==> src/rtl/ebnd_pkg.sv <==
// ----------------------------------------------------------------------------
// ebnd_pkg
// shared types, codes and alphabet tables for the base-n entropy decoder
// ----------------------------------------------------------------------------
package ebnd_pkg;

    localparam int unsigned MAX_ENTROPY_BITS = 256;
    localparam int unsigned DIGIT_BITS       = 6;
    localparam int unsigned BYTE_COUNT_BITS  = $clog2(MAX_ENTROPY_BITS / 8 + 1);
    localparam int unsigned POS_BITS         = $clog2(MAX_ENTROPY_BITS);

    typedef logic [MAX_ENTROPY_BITS-1:0] store_t;

    typedef enum logic [2:0] {
        STATUS_OK          = 3'd0,
        STATUS_EMPTY       = 3'd1,
        STATUS_BAD_CHAR    = 3'd2,
        STATUS_BAD_FINAL   = 3'd3,
        STATUS_BAD_LENGTH  = 3'd4
    } status_t;

    typedef enum logic [1:0] {
        BASE_4  = 2'd0,
        BASE_8  = 2'd1,
        BASE_32 = 2'd2,
        BASE_64 = 2'd3
    } base_t;

    typedef enum logic [1:0] {
        CFG_BASE_SELECT = 2'd0,
        CFG_WORD_COUNT  = 2'd1
    } cfg_index_t;

    localparam base_t      BASE_RESET       = BASE_64;
    localparam logic [2:0] WORD_COUNT_RESET = 3'd4;

    // bech32 alphabet, first character in the top byte
    localparam logic [255:0] BECH32_STR = "qpzry9x8gf2tvdw0s3jn54khce6mua7l";

    // digit geometry for one alphabet and one entropy length
    typedef struct packed {
        logic [2:0]                 width;     // bits per full digit
        logic [2:0]                 rem;       // bits left for the short tail
        logic [7:0]                 full;      // number of full digits
        logic [7:0]                 expected;  // digits in a well formed text
        logic [BYTE_COUNT_BITS-1:0] bytes;     // entropy bytes
    } geom_t;

    typedef struct packed {
        logic                  valid;
        logic [DIGIT_BITS-1:0] value;
    } digit_t;

    function automatic geom_t geom(input base_t b, input logic [2:0] wsel);
        geom_t      g;
        logic [2:0] w;
        w       = (wsel > 3'd4) ? 3'd4 : wsel;
        g       = '0;
        g.bytes = BYTE_COUNT_BITS'(16 + 4 * int'(w));
        case (b)
            BASE_4: begin
                g.width = 3'd2;
                g.rem   = 3'd0;
                g.full  = 8'(64 + 16 * int'(w));
            end
            BASE_8: begin
                g.width = 3'd3;
                case (w)
                    3'd0:    begin g.full = 8'd42; g.rem = 3'd2; end
                    3'd1:    begin g.full = 8'd53; g.rem = 3'd1; end
                    3'd2:    begin g.full = 8'd64; g.rem = 3'd0; end
                    3'd3:    begin g.full = 8'd74; g.rem = 3'd2; end
                    default: begin g.full = 8'd85; g.rem = 3'd1; end
                endcase
            end
            BASE_32: begin
                g.width = 3'd5;
                case (w)
                    3'd0:    begin g.full = 8'd25; g.rem = 3'd3; end
                    3'd1:    begin g.full = 8'd32; g.rem = 3'd0; end
                    3'd2:    begin g.full = 8'd38; g.rem = 3'd2; end
                    3'd3:    begin g.full = 8'd44; g.rem = 3'd4; end
                    default: begin g.full = 8'd51; g.rem = 3'd1; end
                endcase
            end
            default: begin
                g.width = 3'd6;
                case (w)
                    3'd0:    begin g.full = 8'd21; g.rem = 3'd2; end
                    3'd1:    begin g.full = 8'd26; g.rem = 3'd4; end
                    3'd2:    begin g.full = 8'd32; g.rem = 3'd0; end
                    3'd3:    begin g.full = 8'd37; g.rem = 3'd2; end
                    default: begin g.full = 8'd42; g.rem = 3'd4; end
                endcase
            end
        endcase
        // base 64 spells the tail as one binary digit per bit
        if (g.rem == 3'd0) begin
            g.expected = g.full;
        end else if (b == BASE_64) begin
            g.expected = g.full + 8'(g.rem);
        end else begin
            g.expected = g.full + 8'd1;
        end
        return g;
    endfunction

    function automatic digit_t digit_lookup(input base_t b, input logic [7:0] c);
        digit_t     d;
        logic [7:0] lc;
        d  = '0;
        lc = (c inside {["A":"Z"]}) ? c + 8'd32 : c;
        case (b)
            BASE_4: begin
                d.valid = c inside {["0":"3"]};
                d.value = DIGIT_BITS'(c - "0");
            end
            BASE_8: begin
                d.valid = c inside {["0":"7"]};
                d.value = DIGIT_BITS'(c - "0");
            end
            BASE_32: begin
                for (int i = 0; i < 32; i++) begin
                    if (BECH32_STR[255 - 8 * i -: 8] == lc) begin
                        d.valid = 1'b1;
                        d.value = DIGIT_BITS'(i);
                    end
                end
            end
            default: begin
                if (c inside {["A":"Z"]}) begin
                    d.valid = 1'b1;
                    d.value = DIGIT_BITS'(c - "A");
                end else if (c inside {["a":"z"]}) begin
                    d.valid = 1'b1;
                    d.value = DIGIT_BITS'(c - "a" + 8'd26);
                end else if (c inside {["0":"9"]}) begin
                    d.valid = 1'b1;
                    d.value = DIGIT_BITS'(c - "0" + 8'd52);
                end else if (c == "+") begin
                    d.valid = 1'b1;
                    d.value = 6'd62;
                end else if (c == "/") begin
                    d.valid = 1'b1;
                    d.value = 6'd63;
                end
            end
        endcase
        return d;
    endfunction

    // count times digit width by shift and add
    function automatic logic [10:0] times_width(input logic [7:0] n, input logic [2:0] k);
        logic [10:0] x;
        x = 11'(n);
        case (k)
            3'd2:    return x << 1;
            3'd3:    return (x << 1) + x;
            3'd5:    return (x << 2) + x;
            3'd6:    return (x << 2) + (x << 1);
            default: return '0;
        endcase
    endfunction

endpackage

==> src/rtl/entropy_base_n_decoder_unit.sv <==
// ----------------------------------------------------------------------------
// entropy_base_n_decoder_unit
// decodes 128 to 256 bits of entropy written in base 4, 8, 32 or 64 text
// ----------------------------------------------------------------------------
//
//  channel | direction | tdata              | tuser          | tlast
//  --------+-----------+--------------------+----------------+--------------
//  s_      | in        | char_code [7:0]    | has_char       | end_of_text
//  m_      | out       | data_byte [7:0]    | status [2:0]   | last
//  cfg_    | in        | cfg_data: register value, cfg_index: register number
//
//  one character transaction per cycle: a transaction is registered in an
//  input stage and decoded into the bit store on the following edge
//  an end marker copies the store into the result shifter; the result side
//  then sends 16 to 32 byte transactions, or one status transaction on error
//  characters keep flowing while results drain; only a second end marker
//  waits in the input stage until the result shifter is empty
//  aresetn is synchronous, active low; it clears the store and the config
//  registers back to base 64 and 24 words
//
module entropy_base_n_decoder_unit (
    input  logic        aclk,
    input  logic        aresetn,

    input  logic        s_tvalid,
    output logic        s_tready,
    input  logic [7:0]  s_tdata,       // [7:0] char_code
    input  logic [0:0]  s_tuser,       // [0] has_char
    input  logic        s_tlast,       // end_of_text

    output logic        m_tvalid,
    input  logic        m_tready,
    output logic [7:0]  m_tdata,       // [7:0] data_byte
    output logic [2:0]  m_tuser,       // [2:0] status
    output logic        m_tlast,       // last

    input  logic        cfg_valid,
    output logic        cfg_ready,
    input  logic [1:0]  cfg_index,
    input  logic [2:0]  cfg_data
);

    import ebnd_pkg::*;

    // configuration registers
    base_t       base_sel_reg;
    logic [2:0]  word_sel_reg;

    // input stage
    logic        stg_valid_reg;
    logic [7:0]  stg_char_reg;
    logic        stg_has_reg;
    logic        stg_end_reg;

    // decode state of the current text
    store_t      store_reg;
    store_t      store_next;
    logic [7:0]  cnt_reg;
    logic [7:0]  cnt_next;
    logic        bad_char_reg;
    logic        bad_char_next;
    logic        bad_final_reg;
    logic        bad_final_next;

    // result shifter
    store_t                     out_buf_reg;
    logic [BYTE_COUNT_BITS-1:0] out_left_reg;
    status_t                    out_status_reg;

    geom_t                g;
    digit_t               dig;
    logic                 out_busy;
    logic                 stg_advance;
    logic                 fire;
    logic                 is_space;
    logic                 take;
    logic                 digit_ok;
    logic                 in_range;
    logic                 tail64;
    logic                 last_short;
    logic [10:0]          pos_wide;
    logic [POS_BITS-1:0]  pos;
    logic [DIGIT_BITS-1:0] ins_bits;
    store_t               ins_vec;
    status_t              status_now;

    assign cfg_ready = 1'b1;

    // only an end marker can be held back, and only by a busy result side
    assign out_busy    = (out_left_reg != '0);
    assign stg_advance = !(stg_end_reg && out_busy);
    assign fire        = stg_valid_reg && stg_advance;
    assign s_tready    = !stg_valid_reg || stg_advance;

    assign g   = geom(base_sel_reg, word_sel_reg);
    assign dig = digit_lookup(base_sel_reg, stg_char_reg);

    always_comb begin
        is_space   = stg_char_reg inside {[8'h09:8'h0d], 8'h20};
        take       = fire && stg_has_reg && !is_space;
        digit_ok   = take && dig.valid;
        in_range   = (cnt_reg < g.expected);
        tail64     = (base_sel_reg == BASE_64) && (cnt_reg >= g.full);
        last_short = (g.rem != 3'd0) && (cnt_reg == g.expected - 8'd1);

        bad_char_next  = bad_char_reg || (take && !dig.valid);
        bad_final_next = bad_final_reg;
        if (digit_ok && in_range && (g.rem != 3'd0)) begin
            // base 64 tail must be binary; other short digits must fit in rem bits
            if (tail64 && !(stg_char_reg == "0" || stg_char_reg == "1")) begin
                bad_final_next = 1'b1;
            end
            if ((base_sel_reg != BASE_64) && last_short &&
                ((dig.value >> g.rem) != '0)) begin
                bad_final_next = 1'b1;
            end
        end

        // bit position and left aligned bits for this digit
        if (tail64) begin
            pos_wide = times_width(g.full, g.width) + 11'(cnt_reg - g.full);
            ins_bits = {stg_char_reg[0], {(DIGIT_BITS-1){1'b0}}};
        end else if (last_short) begin
            pos_wide = times_width(g.full, g.width);
            ins_bits = dig.value << (3'(DIGIT_BITS) - g.rem);
        end else begin
            pos_wide = times_width(cnt_reg, g.width);
            ins_bits = dig.value << (3'(DIGIT_BITS) - g.width);
        end
        pos     = pos_wide[POS_BITS-1:0];
        ins_vec = store_t'({ins_bits, {(MAX_ENTROPY_BITS-DIGIT_BITS){1'b0}}}) >> pos;

        store_next = store_reg;
        if (digit_ok && in_range) begin
            store_next = store_reg | ins_vec;
        end
        cnt_next = (digit_ok && cnt_reg != 8'hff) ? cnt_reg + 8'd1 : cnt_reg;

        // checks in order: empty, bad character, bad final digit, length
        if (cnt_next == 8'd0) begin
            status_now = STATUS_EMPTY;
        end else if (bad_char_next) begin
            status_now = STATUS_BAD_CHAR;
        end else if (bad_final_next) begin
            status_now = STATUS_BAD_FINAL;
        end else if (cnt_next != g.expected) begin
            status_now = STATUS_BAD_LENGTH;
        end else begin
            status_now = STATUS_OK;
        end
    end

    // configuration writes
    always_ff @(posedge aclk) begin
        if (!aresetn) begin
            base_sel_reg <= BASE_RESET;
            word_sel_reg <= WORD_COUNT_RESET;
        end else if (cfg_valid && cfg_ready) begin
            case (cfg_index)
                CFG_BASE_SELECT: base_sel_reg <= base_t'(cfg_data[1:0]);
                CFG_WORD_COUNT:  word_sel_reg <= cfg_data;
                default: ;
            endcase
        end
    end

    // input stage
    always_ff @(posedge aclk) begin
        if (!aresetn) begin
            stg_valid_reg <= 1'b0;
        end else if (s_tvalid && s_tready) begin
            stg_valid_reg <= 1'b1;
        end else if (stg_advance) begin
            stg_valid_reg <= 1'b0;
        end
    end

    always_ff @(posedge aclk) begin
        if (s_tvalid && s_tready) begin
            stg_char_reg <= s_tdata;
            stg_has_reg  <= s_tuser[0];
            stg_end_reg  <= s_tlast;
        end
    end

    // decode state; cleared after every end marker
    always_ff @(posedge aclk) begin
        if (!aresetn) begin
            store_reg     <= '0;
            cnt_reg       <= '0;
            bad_char_reg  <= 1'b0;
            bad_final_reg <= 1'b0;
        end else if (fire) begin
            if (stg_end_reg) begin
                store_reg     <= '0;
                cnt_reg       <= '0;
                bad_char_reg  <= 1'b0;
                bad_final_reg <= 1'b0;
            end else begin
                store_reg     <= store_next;
                cnt_reg       <= cnt_next;
                bad_char_reg  <= bad_char_next;
                bad_final_reg <= bad_final_next;
            end
        end
    end

    // result shifter: byte count is the control, buffer and status are payload
    always_ff @(posedge aclk) begin
        if (!aresetn) begin
            out_left_reg <= '0;
        end else if (fire && stg_end_reg) begin
            out_left_reg <= (status_now == STATUS_OK) ? g.bytes : BYTE_COUNT_BITS'(1);
        end else if (m_tvalid && m_tready) begin
            out_left_reg <= out_left_reg - BYTE_COUNT_BITS'(1);
        end
    end

    always_ff @(posedge aclk) begin
        if (fire && stg_end_reg) begin
            out_buf_reg    <= (status_now == STATUS_OK) ? store_next : '0;
            out_status_reg <= status_now;
        end else if (m_tvalid && m_tready) begin
            out_buf_reg <= out_buf_reg << 8;
        end
    end

    assign m_tvalid = out_busy;
    assign m_tdata  = out_buf_reg[MAX_ENTROPY_BITS-1 -: 8];
    assign m_tuser  = out_status_reg;
    assign m_tlast  = (out_left_reg == BYTE_COUNT_BITS'(1));

    // an error is a single transaction with zero data
    assert property (@(posedge aclk) disable iff (!aresetn)
        m_tvalid && m_tuser != STATUS_OK |-> m_tlast && m_tdata == 8'd0)
        else $error("error status not a single zero transaction");

    // an end marker that leaves the input stage always yields a result
    assert property (@(posedge aclk) disable iff (!aresetn)
        fire && stg_end_reg |=> m_tvalid)
        else $error("end marker produced no result");

    // the decode state is fresh after an end marker
    assert property (@(posedge aclk) disable iff (!aresetn)
        fire && stg_end_reg |=> cnt_reg == 8'd0 && !bad_char_reg && !bad_final_reg)
        else $error("decode state not cleared after end marker");

    // the final transaction of a run empties the result side
    assert property (@(posedge aclk) disable iff (!aresetn)
        m_tvalid && m_tready && m_tlast |=> !m_tvalid)
        else $error("result side still busy after final transaction");

endmodule
==> config.mk <==
export PLATFORM = sky130hd
export DESIGN_NAME = entropy_base_n_decoder_unit
export DESIGN_NICKNAME = d
export VERILOG_FILES = /design/src/rtl/ebnd_pkg.sv /design/src/rtl/entropy_base_n_decoder_unit.sv
export SDC_FILE = /design/constraint.sdc
export NUM_CORES = 1
export LEC_CHECK = 0
export BUFFER_PORTS_ARGS = -buffer_cell sky130_fd_sc_hd__buf_2
export CORE_MARGIN = 2
export CORE_UTILIZATION = 64
export DETAILED_ROUTE_END_ITERATION = 8
export PLACE_DENSITY = 0.88
export SLEW_MARGIN = 25
export SYNTH_ARGS = -nofsm -noshare
export SYNTH_HDL_FRONTEND = slang
export SYNTH_SLANG_ARGS = --single-unit
==> constraint.sdc <==
create_clock -name aclk -period 11 [get_ports aclk]
set_input_delay 2.2 -clock aclk [delete_from_list [all_inputs] [get_ports aclk]]
set_output_delay 2.2 -clock aclk [all_outputs]
set_load 0.02 [all_outputs]
Yosys cells after proc, flatten, opt, wreduce, memory -nomap -nowiden
Index checks and enable logic that the tools add are counted.
Operators by class
  $add $sub $neg: 23
  shifts and indexed selects: 4
  bitwise gates (word level): 1
  $lt $le $gt $ge: 13
  equal/unequal tests: 54
  reduce and logical (&&, ||, !) cells: 44
  mux-type cells: 74
Operators by type and width (number)
  $mux W256: 5
  $mux W7: 37
  $or A256 B256 Y256: 1
  $shr A256 B8 Y256: 1
  $eq A7 B8 Y1 const A: 23
  $pmux W11 S4: 2
  $eq A6 B8 Y1 const A: 9
  $mux W8: 8
  $pmux W8 S4: 2
  $add A8 B8 Y8: 7
  $pmux W14 S3: 1
  $eq A8 B6 Y1 const B: 5
  $pmux W10 S4: 1
  $mux W6: 5
  $le A8 B6 Y1 const B: 3
  $logic_and A1 B1 Y1: 23
  $pmux W7 S3: 1
  $add A8 B1 Y8 const B: 2
  $ge A8 B7 Y1 const B: 2
  $le A8 B7 Y1 const B: 2
  $mux W3: 5
  $eq A3 B2 Y1 const B: 4
  $reduce_bool A6 Y1: 2
  $shl A6 B3 Y6: 2
  37 further kinds: 60
Storage, ports and cells
  logic and storage cells: 226
  output and inout bits: 15
  input bits: 20
  register bits: 547

Depth between registers and ports, before layout
  depth after elaboration: 48
  gate-level depth with buffers: 31
  gate-level depth less buffers: 27

Worst setup path after synthesis
Ideal clock, no wire load.
  path type: in2reg
  start point: input port m_tready
  end point: register out_left_reg[4]
  arrival: 8586 ps
  required time: 10831 ps
  stages on the path: 3
  path slack: 2245 ps
  cell sequence: nand2_1 -> nand2_1 -> o221a_2
On the way
  cells in the longest elaborated chain, start to end: 2
Ends and longest elaborated chain
  start, declared: RTL line entropy_base_n_decoder_unit.sv:32  | input logic m_tready,
  $logic_and A1 B1 Y1: RTL line entropy_base_n_decoder_unit.sv:214  | end else if (m_tvalid && m_tready) begin
  $reduce_bool A2 Y1 (no line)
  end signal, assigned: RTL line entropy_base_n_decoder_unit.sv:213  | out_left_reg <= (status_now == STATUS_OK) ? g.bytes : BYTE_COUNT_BITS'(1);
  end signal, assigned: RTL line entropy_base_n_decoder_unit.sv:215  | out_left_reg <= out_left_reg - BYTE_COUNT_BITS'(1);
  end, declared: RTL line entropy_base_n_decoder_unit.sv:67  | logic [BYTE_COUNT_BITS-1:0] out_left_reg;
No other way between the ends.
A chain may end at the register's enable or synchronous reset.

Worst setup path in the final report
  start point: register base_sel_reg[1]
  end point: register out_buf_reg[252] (data pin)
On the way
  cells in the longest elaborated chain, start to end: 18
Ends and longest elaborated chain
  start, declared: RTL line entropy_base_n_decoder_unit.sv:46  | base_t base_sel_reg;
  start signal, assigned: RTL line entropy_base_n_decoder_unit.sv:160  | CFG_BASE_SELECT: base_sel_reg <= base_t'(cfg_data[1:0]);
  branches (longest 16 deep; another with $add A8 B1 Y8)
  $mux W256 *: RTL line entropy_base_n_decoder_unit.sv:221  | out_buf_reg <= (status_now == STATUS_OK) ? store_next : '0;
  $mux W256 *: RTL line entropy_base_n_decoder_unit.sv:220  | if (fire && stg_end_reg) begin
  end signal, assigned: RTL line entropy_base_n_decoder_unit.sv:221
  end signal, assigned: RTL line entropy_base_n_decoder_unit.sv:224  | out_buf_reg <= out_buf_reg << 8;
  end, declared: RTL line entropy_base_n_decoder_unit.sv:66  | store_t out_buf_reg;
Mark *: on every way between the ends. The select of a mux whose other input is x is not followed.

==> flow_summary_export.csv <==
group,metric,value,unit
pwr,p_leak,0.0109,uW
layout,stdcell_area,30300,sq um
logic_synthesis,netlist_area,28100,sq um
critical_path,start_kind,"flop",
pwr,power,6740,uW
detailed_routing,final_antenna_net_count,0,
global_route,grt_max_degree,182,
run,drv_cap,0,
floorplan,rows,76,
detailed_routing,via_per_inst,6.87,
logic_synthesis,synth.distinct_cells,119,
sta,final-max-slew-violation-count,0,
detailed_routing,post-route-drc-count,0,
sta,rsz0062_at_grt,"false",
floorplan,io_pins,35,
sta,period_minus_slack,8.80,ns
clock_tree,insertion_delay,0.62,ns
logic_synthesis,yosysSeqAreaShare,0.485,
detailed_routing,num_vias,24200,
logic_synthesis,synth_nets,3090,
sta,setup_tns,0,ns
clock_tree,cts_buffers,53,
floorplan,dieArea,45600,sq um
logic_synthesis,synth_top_area_frac,0.287,
pwr,p_per_area,222,nW/um^2
layout,drive_gt1_frac,0.107,
critical_path,critPathCaptureType,"flop",
logic_synthesis,synth_top_area_cell,"edfxtp_1",
logic_synthesis,synth-edff-count,269,
sta,setup_slack,2.20,ns
clock_tree,cts_resized,0,
global_route,antenna_found_initial,1,
logic_synthesis,synth-main-ff-cell,"dfxtp_1",
sta,finalSetupViolations,0,
layout,layout.nets,3007,
place,post-dp-hpwl,51900,microns
critical_path,cpLargestDelayFamily,"simple AND/OR/NAND/NOR gates",
critical_path,crit_type,"reg2reg",
logic_synthesis,synth_warnings,0,
global_route,grt_pass1_wl,127000,microns
clock_tree,cts.clk_slew.worst_paths,0.08,ns
clock_tree,cts_setup_buffers,0,
layout,antennaDiodeCount,0,
sta,slew_headroom,0.196,
logic_synthesis,synth_most_common_cell,"nand2_1",
critical_path,cpMaxStageDelayCell,"nor3_1",
worst_hold_path,hp-class,"reg2reg",
sta,clock_skew,0.0245,ns
critical_path,cp_cell_sequence,"ha_1 -> buf_4 -> nand2b_1 -> nand2_1 -> o311a_1 -> inv_1 -> ha_1 -> a21bo_2 -> a211oi_2 -> buf_4 -> mux2_2 -> ha_1 -> xor2_1 -> xnor2_1 -> or4_1 -> a311oi_2 -> o211a_1 -> nand3_1 -> mux2i_1 -> o21ai_1 -> nand2_1 -> nor3_1 -> a31oi_1 -> o21ai_0",
status,outcome,"finished, final reports clean",
critical_path,slowest_delay,0.89,ns
sta,finalCritPeriodShare,0.800,
place,gp_congestion,0.988,
clock_tree,cts_root_buf,"clkbuf_16",
sta,worstMarginPinSlew,1.21,ns
logic_synthesis,ys_seq_elements,547,
critical_path,worstPathArrival,9.25,ns
layout,utilization,0.701,
detailed_routing,wl_per_cell,23.4,microns
logic_synthesis,synth_area_leaders,"edfxtp_1 (29%), dfxtp_1 (20%), nand2_1 (5.5%)",
clock_tree,cts_max_path_buffers,3,
critical_path,crit_top_cell,"ha_1",
layout,area_growth,7.84,%
clock_tree,hold_buffers,0,
floorplan,start_util,0.650,
logic_synthesis,synth_commonest_cells,"nand2_1 (409), nor2_1 (295), dfxtp_1 (278)",
logic_synthesis,syn_inst,2981,
global_route,first_global_vias,23200,
pwr,ir_drop,0.208,mV
place,pre_cts_slack,2.60,ns
place,post_dp_cell_area,28500,sq um
critical_path,crit_fanout,25,
detailed_routing,drt-total-wl,82400,microns
critical_path,cp_num_buf_inv,3,
logic_synthesis,synth_area_per_cell,9.43,sq um
detailed_routing,drt_pass1_iterations,6,
place,port_buffers,33,
sta,hold_viol,0,
global_route,track_usage,0.356,
critical_path,reg2reg_depth,24,
clock_tree,htreeDepth,2,
critical_path,critPathRequiredTime,11.45,ns
clock_tree,clkSinkCount,547,
global_route,grt_overflow,0,
floorplan,die_h,214,microns
worst_hold_path,whs_path_depth,2,
sta,fmax,0.114,GHz
floorplan,die_w,214,microns
floorplan,core,43300,sq um
clock_tree,cts_tree,"yes",
logic_synthesis,async_reset_ff_frac,0,
critical_path,path_depth,24,
detailed_routing,drt_iter0_markers,3662,
-- layout make-up --
class / count / area [sq um]
clock inverters: 22 / 275
clock buffers: 78 / 1510
repair buffers: 70 / 515
flip-flops and latches: 547 / 13600
well taps: 585 / 732
multi-input cells: 2151 / 13400
inverters: 75 / 282
fillers: 3033 / 12900
-- report_power, final --
group          leakage [uW]  switching [uW]  total [uW]  internal [uW]
Clock              0.000873             813        1870           1060
Sequential          0.00484             242        3200           2960
Combinational       0.00524            1110        1660            557
Total                0.0109            2160        6740           4570
-- path summary, 6_finish.rpt --
check             slack (ns)            start          endpoint
setup / recovery        2.20  base_sel_reg[1]  out_buf_reg[252]
hold / removal          0.44   store_reg[230]    store_reg[230]
hold reg to reg         0.44   store_reg[230]    store_reg[230]
setup reg to reg        2.20  base_sel_reg[1]  out_buf_reg[252]
-- per-layer routing --
layer  share of wire  vias to the layer above  GRT usage
li1                -                    10700          -
met1            0.38                    11600      0.478
met4           0.045                        2      0.169
met2            0.46                     1625      0.562
met3            0.11                      325     0.0647
met5         0.00017                        -          0
-- cell usage in the layout (no fill, tap or decap), types with 37 or more instances in the layout --
cell type and count:
o21ai_0 228, o21ba_2 53, nand2_1 407, a21oi_1 152, edfxtp_1 269, clkbuf_16 53, o21ai_1 147, inv_1 71
dfxtp_1 278, nor3_1 37, nor2_1 291, ha_1 77, xnor2_1 37, a211oi_1 42, a31oi_1 61, a22oi_1 78
-- logic make-up (layout without fill, tap and decap cells) --
logic type / after synthesis / count (layout) / share of synthesized area
AOI/OAI and AO/OA: 1046 / 1046 / 0.251
and+or+nand+nor: 919 / 919 / 0.144
DFF: 547 / 547 / 0.485
buffers and inverters: 283 / 245 / 0.0426
adders and majority gates: 89 / 89 / 0.0428
xor gates and xnor gates: 65 / 65 / 0.0225
muxes: 31 / 31 / 0.0116
other: 1 / 1 / 0.000133
-- per-stage QoR --
stage / std cells / hold WS [ns]
after floorplan: 2981 / 0.424
after global placement: 3426 / 0.432
after detailed placement: 3426 / 0.438
after CTS: 3526 / 0.446
after global routing: 3528 / 0.474
final: 3528 / 0.445
-- worst register-to-register path, cell delays in order, from the launching register on --
cell and delay (ns):
dfxtp_1 0.39, ha_1 0.78, buf_4 0.39, nand2b_1 0.22
nand2_1 0.09, o311a_1 0.18, inv_1 0.10, ha_1 0.13
a21bo_2 0.22, a211oi_2 0.14, buf_4 0.27, mux2_2 0.41
ha_1 0.21, xor2_1 0.15, xnor2_1 0.15, or4_1 0.50
a311oi_2 0.23, o211a_1 0.44, nand3_1 0.55, mux2i_1 0.27
o21ai_1 0.83, nand2_1 0.45, nor3_1 0.89, a31oi_1 0.37
o21ai_0 0.26
(Power assumes the default switching activity.)
